File: config.mk
export PLATFORM = sky130hd
export DESIGN_NAME = periodic_interrupt_timer_device_top
export DESIGN_NICKNAME = d
export VERILOG_FILES = /design/src/rtl/pit_pkg.sv /design/src/rtl/pit_core.sv /design/src/rtl/periodic_interrupt_timer_device_top.sv
export SDC_FILE = /design/constraint.sdc
export NUM_CORES = 1
export LEC_CHECK = 0
export BUFFER_PORTS_ARGS = -buffer_cell sky130_fd_sc_hd__buf_2
export CAP_MARGIN = 30
export CORE_ASPECT_RATIO = 0.7
export CORE_MARGIN = 8
export CORE_UTILIZATION = 30
export CTS_CLUSTER_SIZE = 14
export DETAILED_ROUTE_END_ITERATION = 6
export PLACE_DENSITY = 0.58
export SETUP_SLACK_MARGIN = 0.3
export SLEW_MARGIN = 20
export SYNTH_ARGS = -nofsm -noshare
export SYNTH_HDL_FRONTEND = slang
export SYNTH_SLANG_ARGS = --single-unit
File: constraint.sdc
create_clock -name clk -period 3.4 [get_ports clk]
set_clock_uncertainty 0.2 [all_clocks]
set_input_delay 0 -clock clk [delete_from_list [all_inputs] [get_ports clk]]
set_output_delay 0 -clock clk [all_outputs]
set_load 0.02 [all_outputs]
File: src/rtl/pit_pkg.sv
// Package for the periodic interrupt timer device: register offsets, item codes,
// and the structures passed between the top level and the timer core.
// Has no dependencies.
package pit_pkg;

    localparam logic [11:0] OFF_CONFIG = 12'h004;
    localparam logic [11:0] OFF_STATUS = 12'h008;
    localparam int unsigned ACK_BIT = 18;

    localparam logic [1:0] ACT_READ  = 2'd0;
    localparam logic [1:0] ACT_WRITE = 2'd1;
    localparam logic [1:0] ACT_TICK  = 2'd2;

    localparam logic [1:0] SIZE_4 = 2'd0;
    localparam logic [1:0] SIZE_8 = 2'd1;

    localparam int unsigned IN_TDATA_W  = 80;
    localparam int unsigned IN_TUSER_W  = 2;
    localparam int unsigned OUT_TDATA_W = 72;

    typedef struct packed {
        logic [1:0]  action;
        logic [11:0] offset;
        logic [1:0]  access_size;
        logic [63:0] write_data;
    } pit_item_t;

    typedef struct packed {
        logic [63:0] read_data;
        logic        irq_level;
    } pit_result_t;

    typedef struct packed {
        logic armed;
        logic remaining_nz;
    } pit_timer_status_t;

endpackage

File: src/rtl/pit_core.sv
// Timer core: holds the device state and computes one item's result and update.
// Depends on pit_pkg.
module pit_core (
    input  logic                       clk,
    input  logic                       rst_n,
    input  logic                       step,
    input  pit_pkg::pit_item_t         item,
    output pit_pkg::pit_result_t       result,
    output pit_pkg::pit_timer_status_t timer_status
);
    import pit_pkg::*;

    logic [31:0] config_reg,    config_next;
    logic        ready_reg,     ready_next;
    logic [15:0] count_reg,     count_next;
    logic        pending_reg,   pending_next;
    logic [31:0] stamp_reg,     stamp_next;
    logic [31:0] time_reg,      time_next;
    logic [30:0] remaining_reg, remaining_next;
    logic        armed_reg,     armed_next;

    logic [63:0] status_value;
    logic [63:0] reg_value;
    logic [63:0] wr_value;
    logic [63:0] rd_value;
    logic [31:0] rearm_cfg;

    assign status_value = {1'b0, stamp_reg, 12'd0, pending_reg, count_reg, 1'b0, ready_reg};

    always_comb
    begin
        reg_value = 64'd0;
        if (item.offset == OFF_CONFIG)
        begin
            reg_value = {32'd0, config_reg};
        end
        else if (item.offset == OFF_STATUS)
        begin
            reg_value = status_value;
        end

        unique case (item.access_size)
            SIZE_4:  rd_value = {32'd0, reg_value[31:0]};
            SIZE_8:  rd_value = reg_value;
            default: rd_value = 64'd0;
        endcase

        unique case (item.access_size)
            SIZE_4:  wr_value = {32'd0, item.write_data[31:0]};
            SIZE_8:  wr_value = item.write_data;
            default: wr_value = 64'd0;
        endcase
    end

    always_comb
    begin
        config_next    = config_reg;
        ready_next     = ready_reg;
        count_next     = count_reg;
        pending_next   = pending_reg;
        stamp_next     = stamp_reg;
        time_next      = time_reg;
        remaining_next = remaining_reg;
        armed_next     = armed_reg;
        rearm_cfg      = config_reg;

        unique case (item.action)
            ACT_WRITE:
            begin
                if (item.offset == OFF_CONFIG)
                begin
                    config_next = wr_value[31:0];
                    rearm_cfg   = wr_value[31:0];
                    if (wr_value[0])
                    begin
                        ready_next = 1'b1;
                    end
                    if (rearm_cfg[0] && (rearm_cfg[31:1] != 31'd0))
                    begin
                        remaining_next = rearm_cfg[31:1];
                        armed_next     = 1'b1;
                    end
                    else
                    begin
                        remaining_next = 31'd0;
                        armed_next     = 1'b0;
                    end
                end
                else if (item.offset == OFF_STATUS)
                begin
                    if (wr_value[ACK_BIT])
                    begin
                        pending_next = 1'b0;
                    end
                end
            end
            ACT_TICK:
            begin
                time_next = time_reg + 32'd1;
                if (armed_reg)
                begin
                    if (remaining_reg <= 31'd1)
                    begin
                        stamp_next   = time_next;
                        count_next   = count_reg + 16'd1;
                        pending_next = 1'b1;
                        if (rearm_cfg[0] && (rearm_cfg[31:1] != 31'd0))
                        begin
                            remaining_next = rearm_cfg[31:1];
                            armed_next     = 1'b1;
                        end
                        else
                        begin
                            remaining_next = 31'd0;
                            armed_next     = 1'b0;
                        end
                    end
                    else
                    begin
                        remaining_next = remaining_reg - 31'd1;
                    end
                end
            end
            default:
            begin
            end
        endcase
    end

    always_ff @(posedge clk or negedge rst_n)
    begin
        if (!rst_n)
        begin
            config_reg    <= 32'd0;
            ready_reg     <= 1'b0;
            count_reg     <= 16'd0;
            pending_reg   <= 1'b0;
            stamp_reg     <= 32'd0;
            time_reg      <= 32'd0;
            remaining_reg <= 31'd0;
            armed_reg     <= 1'b0;
        end
        else if (step)
        begin
            config_reg    <= config_next;
            ready_reg     <= ready_next;
            count_reg     <= count_next;
            pending_reg   <= pending_next;
            stamp_reg     <= stamp_next;
            time_reg      <= time_next;
            remaining_reg <= remaining_next;
            armed_reg     <= armed_next;
        end
    end

    assign result.read_data = (item.action == ACT_READ) ? rd_value : 64'd0;
    assign result.irq_level = pending_next;

    assign timer_status.armed        = armed_reg;
    assign timer_status.remaining_nz = (remaining_reg != 31'd0);

endmodule

File: src/rtl/periodic_interrupt_timer_device_top.sv
// Path: input stage register, timer core, then output register for the result.
// Throughput: one beat per cycle (one core update pass each) unless output stalls.
// Reset: rst_n clears all device state to zero and empties both stages.
// Top level of the periodic interrupt timer device: input stage, timer core
// and output register. Depends on pit_pkg and pit_core.
module periodic_interrupt_timer_device_top (
    input  logic                              clk,
    input  logic                              rst_n,
    input  logic                              s_axis_tvalid,
    output logic                              s_axis_tready,
    // offset [11:0], access_size [13:12], write_data [77:14], zero [79:78]
    input  logic [pit_pkg::IN_TDATA_W-1:0]    s_axis_tdata,
    // action [1:0]
    input  logic [pit_pkg::IN_TUSER_W-1:0]    s_axis_tuser,
    output logic                              m_axis_tvalid,
    input  logic                              m_axis_tready,
    // read_data [63:0], irq_level [64], zero [71:65]
    output logic [pit_pkg::OUT_TDATA_W-1:0]   m_axis_tdata
);
    import pit_pkg::*;

    logic              in_valid_reg;
    pit_item_t         in_item_reg;
    logic              out_valid_reg;
    pit_result_t       out_result_reg;
    logic              advance;
    pit_result_t       core_result;
    pit_timer_status_t timer_status;

    assign advance       = in_valid_reg && (!out_valid_reg || m_axis_tready);
    assign s_axis_tready = !in_valid_reg || advance;

    always_ff @(posedge clk or negedge rst_n)
    begin
        if (!rst_n)
        begin
            in_valid_reg  <= 1'b0;
            out_valid_reg <= 1'b0;
        end
        else
        begin
            if (s_axis_tready)
            begin
                in_valid_reg <= s_axis_tvalid;
            end
            if (advance)
            begin
                out_valid_reg <= 1'b1;
            end
            else if (m_axis_tready)
            begin
                out_valid_reg <= 1'b0;
            end
        end
    end

    always_ff @(posedge clk)
    begin
        if (s_axis_tvalid && s_axis_tready)
        begin
            in_item_reg.action      <= s_axis_tuser;
            in_item_reg.offset      <= s_axis_tdata[11:0];
            in_item_reg.access_size <= s_axis_tdata[13:12];
            in_item_reg.write_data  <= s_axis_tdata[77:14];
        end
        if (advance)
        begin
            out_result_reg <= core_result;
        end
    end

    pit_core u_core (
        .clk          (clk),
        .rst_n        (rst_n),
        .step         (advance),
        .item         (in_item_reg),
        .result       (core_result),
        .timer_status (timer_status)
    );

    assign m_axis_tvalid = out_valid_reg;
    assign m_axis_tdata  = {7'd0, out_result_reg.irq_level, out_result_reg.read_data};

    assert property (@(posedge clk) disable iff (!rst_n)
        !in_valid_reg |-> s_axis_tready)
        else $error("Input stage empty but not ready.");

    assert property (@(posedge clk) disable iff (!rst_n)
        (in_valid_reg && !advance) |=> in_valid_reg)
        else $error("Held beat lost from the input stage.");

    assert property (@(posedge clk) disable iff (!rst_n)
        timer_status.armed |-> timer_status.remaining_nz)
        else $error("Countdown armed with nothing remaining.");

    assert property (@(posedge clk) disable iff (!rst_n)
        advance |=> m_axis_tvalid)
        else $error("Processed beat did not reach the output register.");

endmodule

==> results.md, run 1 <==
* CTS HTree Levels at 1
* Clk_lat worst skew at ~0.57 ns
* DRT antenna net count at 0
* Crit Path Category: register to register
* DR DRC count at 0
* Seq cells post-synth at 260
* Max Slew Vio Count at 0
* 1st-iter DRT viols at around 840
* CTS max path bufs at 3
* IO Pins at 160
* Number of distinct library cells after synthesis at 67
* Worst setup SP type: register
* Rel. slew slack at 0.408
* Area grow syn2layout at 27.2%
* Setup-failing EPs final at 0
* DR vias at 9015
* Fin util at 0.384
* Final hold violations at 0
* Pin count of the biggest net entering global routing at 78
* Final worst setup slack at approximately 0.46 ns
* Area of the multi-input gates at 4460 um^2
* Register Area at about 7100 um^2
* Total CTS buffers at 28
* Synth Instances at around 1100
* Worst Path Arrival at about 3.2 ns
* Pwr dens at between 500 and 600 nW/um^2
* Post-CTS setup buffer count at 0
* DR WL/cell at around 18 um
* Setup WS pre-CTS at about 0.43 ns
* CP delay by family, top: simple AND/OR/NAND/NOR gates
* Power consumption at ~0.0079 W
* Layout cells sized above 1 at 0.163
* Worst reg2reg path depth at 7
* Port Buf Inserts at between 100 and 150
* Worst-path fanout max at 22
* Gpl congestion at ~0.92
* Achievable Freq at approximately 340 MHz
* Commonest non-fill, non-tap cell in the layout: dfrtp_1
* Vias in the first global route at ~9000
* Nets at 1389
* Total gr overflow at 0
* Unrepaired setup endpoints after global routing: no
* Slowest cell on crit path: nor4_1
* Pin slew with the least headroom to its limit at about 0.89 ns
* Hold path depth at 4
* Initial antenna violation count at 1
* Worst path depth at 7
* Total die area at between 40000 and 50000 um^2
* TritonRoute pass-1 iters at 7
* Die Span X at between 200 and 300 um
* Final Cycle Share at 0.866
* Max reg flops at 64
* Post-synthesis sequential area ratio at 0.596
* Starting Density at 0.302
* Core area at a little under 40000 um^2
* All-Layer GR Usage at 0.144
* CP endpoint kind: register
* TritonCTS sink count at between 200 and 300
* # fillers at ~3900
* Final wirelength at 33300 um
* First-pass GRT wire length at roughly 53000 um
* Yosys warns at 0
* Max-cap violations at 0
* Status: finished clean
* Clk slew on worst S/H paths at approximately 0.06 ns
* Synth async-reset ratio at 0.569
* Peak supply drop at 0.414 mV
* Avg Inst Size Synth at 11.1 um^2
* Worst hold slack at 0.187 ns
* Clk root buf: clkbuf_16
* CTS tree: yes
* Critical-path cell list: nor4_1, and4_1, and4_1, buf_4, nor2_2, a222oi_1, nand2_1
* Commonest non-fill, non-tap cells in the layout: dfrtp_1 (148), nand2_1 (134), buf_2 (116)
* EDFF count, synth at 112
* Fin crit period at between 2 and 3 ns
* Critical Path RT at approximately 3.7 ns
* Synth Flop Type: dfrtp_1
* Hold/Removal Path Class: input pin to register
* Synth Cell Area at around 12000 um^2
* Pleak at slightly above 6 nW
* Core Rows at a little over 60
* Via-to-Cell Ratio at a little under 5
* Dpl hpwl at 23200 um
* Die Span Y at roughly 180 um
* Cell repeated most along the worst path: and4_1
* N_diodes at 0
* Crit path buffers/inverters at 1
* Slowest stage delay, CP at around 0.54 ns
* Post-route setup TNS at 0 ns
==> report_power, final <==
part           internal, W  leakage (nW)  switching, W
Clock              0.00181         0.470       0.00129
Combinational     0.000486          2.57      0.000640
Sequential         0.00348          3.12      0.000203
==> cells in the mapped netlist (all sizes together) (8+ instances only) <==
library cell | count | area share
dfrtp | 148 | 0.31
nand2 | 134 | 0.042
edfxtp | 112 | 0.28
o21ai | 77 | 0.033
xnor2 | 66 | 0.049
nor2 | 61 | 0.020
and2 | 47 | 0.025
clkbuf | 41 | 0.013
nand2b | 38 | 0.020
nand3 | 38 | 0.016
a22oi | 35 | 0.022
nand4 | 31 | 0.016
xor2 | 31 | 0.023
nor4 | 28 | 0.015
buf | 24 | 0.014
nor3 | 23 | 0.012
a21oi | 19 | 0.0083
and3 | 16 | 0.0084
inv | 14 | 0.0044
a31oi | 9 | 0.0048
o211ai | 8 | 0.0051
==> what timing repair did <==
action | CTS | global route
resized for setup | 0 | 2
hold endpoints to repair | 214 | 0
hold buffers | 102 | 0
endpoints found under the setup margin | 0 | 8
==> metal layers <==
metal / wire, um / track usage / up-vias / share of wire
li1: - / - / 4257 / -
met4: 849 / 0.0413 / 0 / 0.026
met5: 0 / 0 / - / 0
met3: 2580 / 0.0371 / 54 / 0.077
met2: 13400 / 0.201 / 309 / 0.40
met1: 16500 / 0.217 / 4395 / 0.50
==> cells by family (layout without fill, tap and decap cells) <==
family	after synthesis	after routing	share of synthesized area
DFF	260	260	0.596
adders and majority gates	7	7	0.00739
and+or+nand+nor	449	449	0.198
xor gates and xnor gates	97	97	0.0717
buffers and inverters	79	318	0.0311
muxes	2	2	0.00179
other	1	8	0.000316
AOI/OAI and AO/OA	177	177	0.0938
==> worst min-delay path, stage by stage <==
cell and delay, ns:
dlygate4sd3_1 0.53, buf_2 0.10, nand2b_1 0.19, nand2b_1 0.09
==> final cells by class <==
type,instances,share of cell area
sequential,260,0.469
timing repair buffer,252,0.125
tap,535,0.0444
multi-input combinational,740,0.296
inverter,14,0.00373
clock buffer,39,0.0533
clock inverter,13,0.00929
==> path summary, 6_finish.rpt <==
check	end	from	slack (ns)
max in group asynchronous	u_core.remaining_reg[10]	rst_n	1.80
min in group asynchronous	u_core.remaining_reg[0]	rst_n	0.41
worst max register to register	u_core.remaining_reg[18]	u_core.remaining_reg[12]	0.46
worst min-delay path	m_axis_tvalid	m_axis_tready	0.19
worst min register to register	u_core.stamp_reg[6]	u_core.stamp_reg[6]	0.27
worst max-delay path	u_core.remaining_reg[18]	u_core.remaining_reg[12]	0.46
==> metrics by stage <==
stage	area (um^2)	instances
after floorplan	11900	1079
after global placement	13100	1698
after detailed placement	13100	1699
after CTS	15100	1853
after global routing	15100	1853
final	15100	1853
(Power assumes the default switching activity.)
==> inputs of run 2 (changes only) <==
--- a/config.mk
+++ b/config.mk
@@ -6,13 +6,12 @@
 export NUM_CORES = 1
 export LEC_CHECK = 0
 export BUFFER_PORTS_ARGS = -buffer_cell sky130_fd_sc_hd__buf_2
-export CAP_MARGIN = 30
 export CORE_ASPECT_RATIO = 0.7
 export CORE_MARGIN = 8
 export CORE_UTILIZATION = 30
 export CTS_CLUSTER_SIZE = 14
 export DETAILED_ROUTE_END_ITERATION = 6
-export PLACE_DENSITY = 0.58
+export PLACE_DENSITY = 0.5
 export SETUP_SLACK_MARGIN = 0.3
 export SLEW_MARGIN = 20
 export SYNTH_ARGS = -nofsm -noshare
==> run 2 against run 1 <==
  * Largest power group unchanged
  * Flip-flop and latch count unchanged
  * Non-clock buffer count up 2
  * Setup slack better by 0.0064 ns
  * Routed wire length up 3.7%
  * Combinational power about the same
  * Sequential power about the same
  * Via count down 1.2%
  * Core utilization about the same
  * Die area unchanged
  * Register-to-register slack about the same
  * Clock power down 2%
==> results.md, run 2 (synthesis gave the netlist of run 1 again) <==
* Status: finished clean (unchanged)
* DR vias at 8909 (was 9015)
* TritonRoute pass-1 iters at 5 (was 7)
* Die Span X at 254 um (unchanged)
* Initial antenna violation count at 1 (unchanged)
* Setup WS pre-CTS at 0.401 ns (was 0.431 ns)
* Fin crit period at 2.94 ns (about the same)
* DR DRC count at 0 (unchanged)
* Unrepaired setup endpoints after global routing: no (unchanged)
* Slowest cell on crit path: nor4_1 (unchanged)
* Die Span Y at 182 um (unchanged)
* Total die area at 46200 um^2 (unchanged)
* Commonest non-fill, non-tap cell in the layout: dfrtp_1 (unchanged)
* Pwr dens at 521 nW/um^2 (was 525 nW/um^2)
* Post-route setup TNS at 0 ns (unchanged)
* CTS tree: yes (unchanged)
* DRT antenna net count at 0 (unchanged)
* Total CTS buffers at 28 (unchanged)
* All-Layer GR Usage at 0.149 (was 0.144)
* CTS max path bufs at 3 (unchanged)
* Worst setup SP type: register (unchanged)
* Final Cycle Share at 0.864 (was 0.866)
* Final hold violations at 0 (unchanged)
* Total gr overflow at 0 (unchanged)
* Vias in the first global route at 8849 (was 8975)
* Crit Path Category: register to register (unchanged)
* Max Slew Vio Count at 0 (unchanged)
* Max-cap violations at 0 (unchanged)
* Pin slew with the least headroom to its limit at 0.934 ns (was 0.889 ns)
* CP endpoint kind: register (unchanged)
* Commonest non-fill, non-tap cells in the layout: dfrtp_1 (148), nand2_1 (134), buf_2 (116) (unchanged)
* Core Rows at 61 (unchanged)
* Clk_lat worst skew at 0.58 ns (was 0.57 ns)
* 1st-iter DRT viols at 750 (was 835)
* Worst-path fanout max at 28 (was 22)
* Area grow syn2layout at 27.2% (about the same)
* DR WL/cell at 18.6 um (was 18.0 um)
* TritonCTS sink count at 260 (unchanged)
* Final worst setup slack at 0.464 ns (was 0.457 ns)
* Achievable Freq at 341 MHz (was 340 MHz)
* Layout cells sized above 1 at 0.160 (was 0.163)
* Worst Path Arrival at 3.20 ns (was 3.19 ns)
* Critical-path cell list: nor4_1, and4_1, nand4_1, buf_4, nor3_4, nand3_1, xnor2_1 (was nor4_1, and4_1, and4_1, buf_4, nor2_2, a222oi_1, nand2_1)
* Critical Path RT at 3.66 ns (was 3.65 ns)
* Pleak at 6.14 nW (was 6.16 nW)
* Rel. slew slack at 0.378 (was 0.408)
* Worst hold slack at 0.180 ns (was 0.187 ns)
* Gpl congestion at 0.895 (was 0.921)
* CTS HTree Levels at 1 (unchanged)
* Core area at 39300 um^2 (unchanged)
* Max reg flops at 64 (unchanged)
* Post-CTS setup buffer count at 0 (unchanged)
* IO Pins at 160 (unchanged)
* Dpl hpwl at 23900 um (was 23200 um)
* Hold/Removal Path Class: input pin to register (unchanged)
* Nets at 1391 (was 1389)
* Port Buf Inserts at 117 (unchanged)
* Setup-failing EPs final at 0 (unchanged)
* Clk root buf: clkbuf_16 (unchanged)
* Slowest stage delay, CP at 0.58 ns (was 0.54 ns)
* Clk slew on worst S/H paths at 0.06 ns (about the same)
* Via-to-Cell Ratio at 4.80 (was 4.87)
* Pin count of the biggest net entering global routing at 77 (was 78)
* N_diodes at 0 (unchanged)
* Final wirelength at 34500 um (was 33300 um)
* First-pass GRT wire length at 53800 um (was 52900 um)
* Starting Density at 0.302 (unchanged)
* Peak supply drop at 0.351 mV (was 0.414 mV)
==> run 2: worst max-delay path: cells and delay by family, from the launching register on <==
family | cells | cell delay (ns)
buf+inv | 1 | 0.30
flops | 1 | 0.42
xor+xnor | 1 | 0.15
simple gates | 5 | 1.77
==> run 2: report_power, final <==
| group | switching, W | internal [W] |
|---|---|---|
| sequential | 0.000203 | 0.00348 |
| combinational | 0.000635 | 0.000492 |
| clock | 0.00129 | 0.00175 |
| total | 0.00213 | 0.00572 |
==> run 2: layout make-up <==
type	instances	area, um^2
clock buffer	34	723
timing repair buffer	254	1910
sequential	260	7070
inverter	14	56.3
clock inverter	18	186
fill	3843	24200
tap	535	669
multi-input combinational	740	4460
==> run 2: per-layer routing <==
| layer | vias to the layer above | global-route usage | share of wire |
|---|---|---|---|
| met3 | 39 | 0.0331 | 0.070 |
| li1 | 4269 | - | - |
| met4 | 0 | 0.0301 | 0.016 |
| met5 | - | 0 | 0 |
| met1 | 4344 | 0.231 | 0.51 |
| met2 | 257 | 0.209 | 0.41 |
==> run 2: timing repair <==
item,in CTS,in global routing
endpoints found under the hold margin,209,0
hold buffers,102,0
resized for setup,0,2
endpoints found under the setup margin,0,23
==> run 2: stage by stage <==
| stage | std cells | area, um^2 | utilization | total power [W] |
|---|---|---|---|---|
| 4_1_cts | 1855 | 15100 | 0.383 | 0.00794 |
| 5_1_grt | 1855 | 15100 | 0.383 | 0.00822 |
| 2_1_floorplan | 1079 | 11900 | - | 0.00438 |
| 3_5_place_dp | 1701 | 13100 | 0.334 | 0.00477 |
| 3_3_place_gp | 1701 | 13100 | 0.334 | 0.00476 |
| 6_report | 1855 | 15100 | 0.383 | 0.00786 |
==> run 2: final timing paths <==
| check | start | slack (ns) | depth (start not counted) | end |
|---|---|---|---|---|
| min in group asynchronous | rst_n | 0.33 | 4 | u_core.config_reg[15] |
| hold / removal | m_axis_tready | 0.18 | 4 | m_axis_tvalid |
| max in group asynchronous | rst_n | 2.17 | 4 | u_core.stamp_reg[22] |
| setup reg to reg | u_core.remaining_reg[11] | 0.46 | 7 | u_core.count_reg[15] |
| setup / recovery | u_core.remaining_reg[11] | 0.46 | 7 | u_core.count_reg[15] |
| hold reg to reg | u_core.stamp_reg[6] | 0.27 | 2 | u_core.stamp_reg[6] |
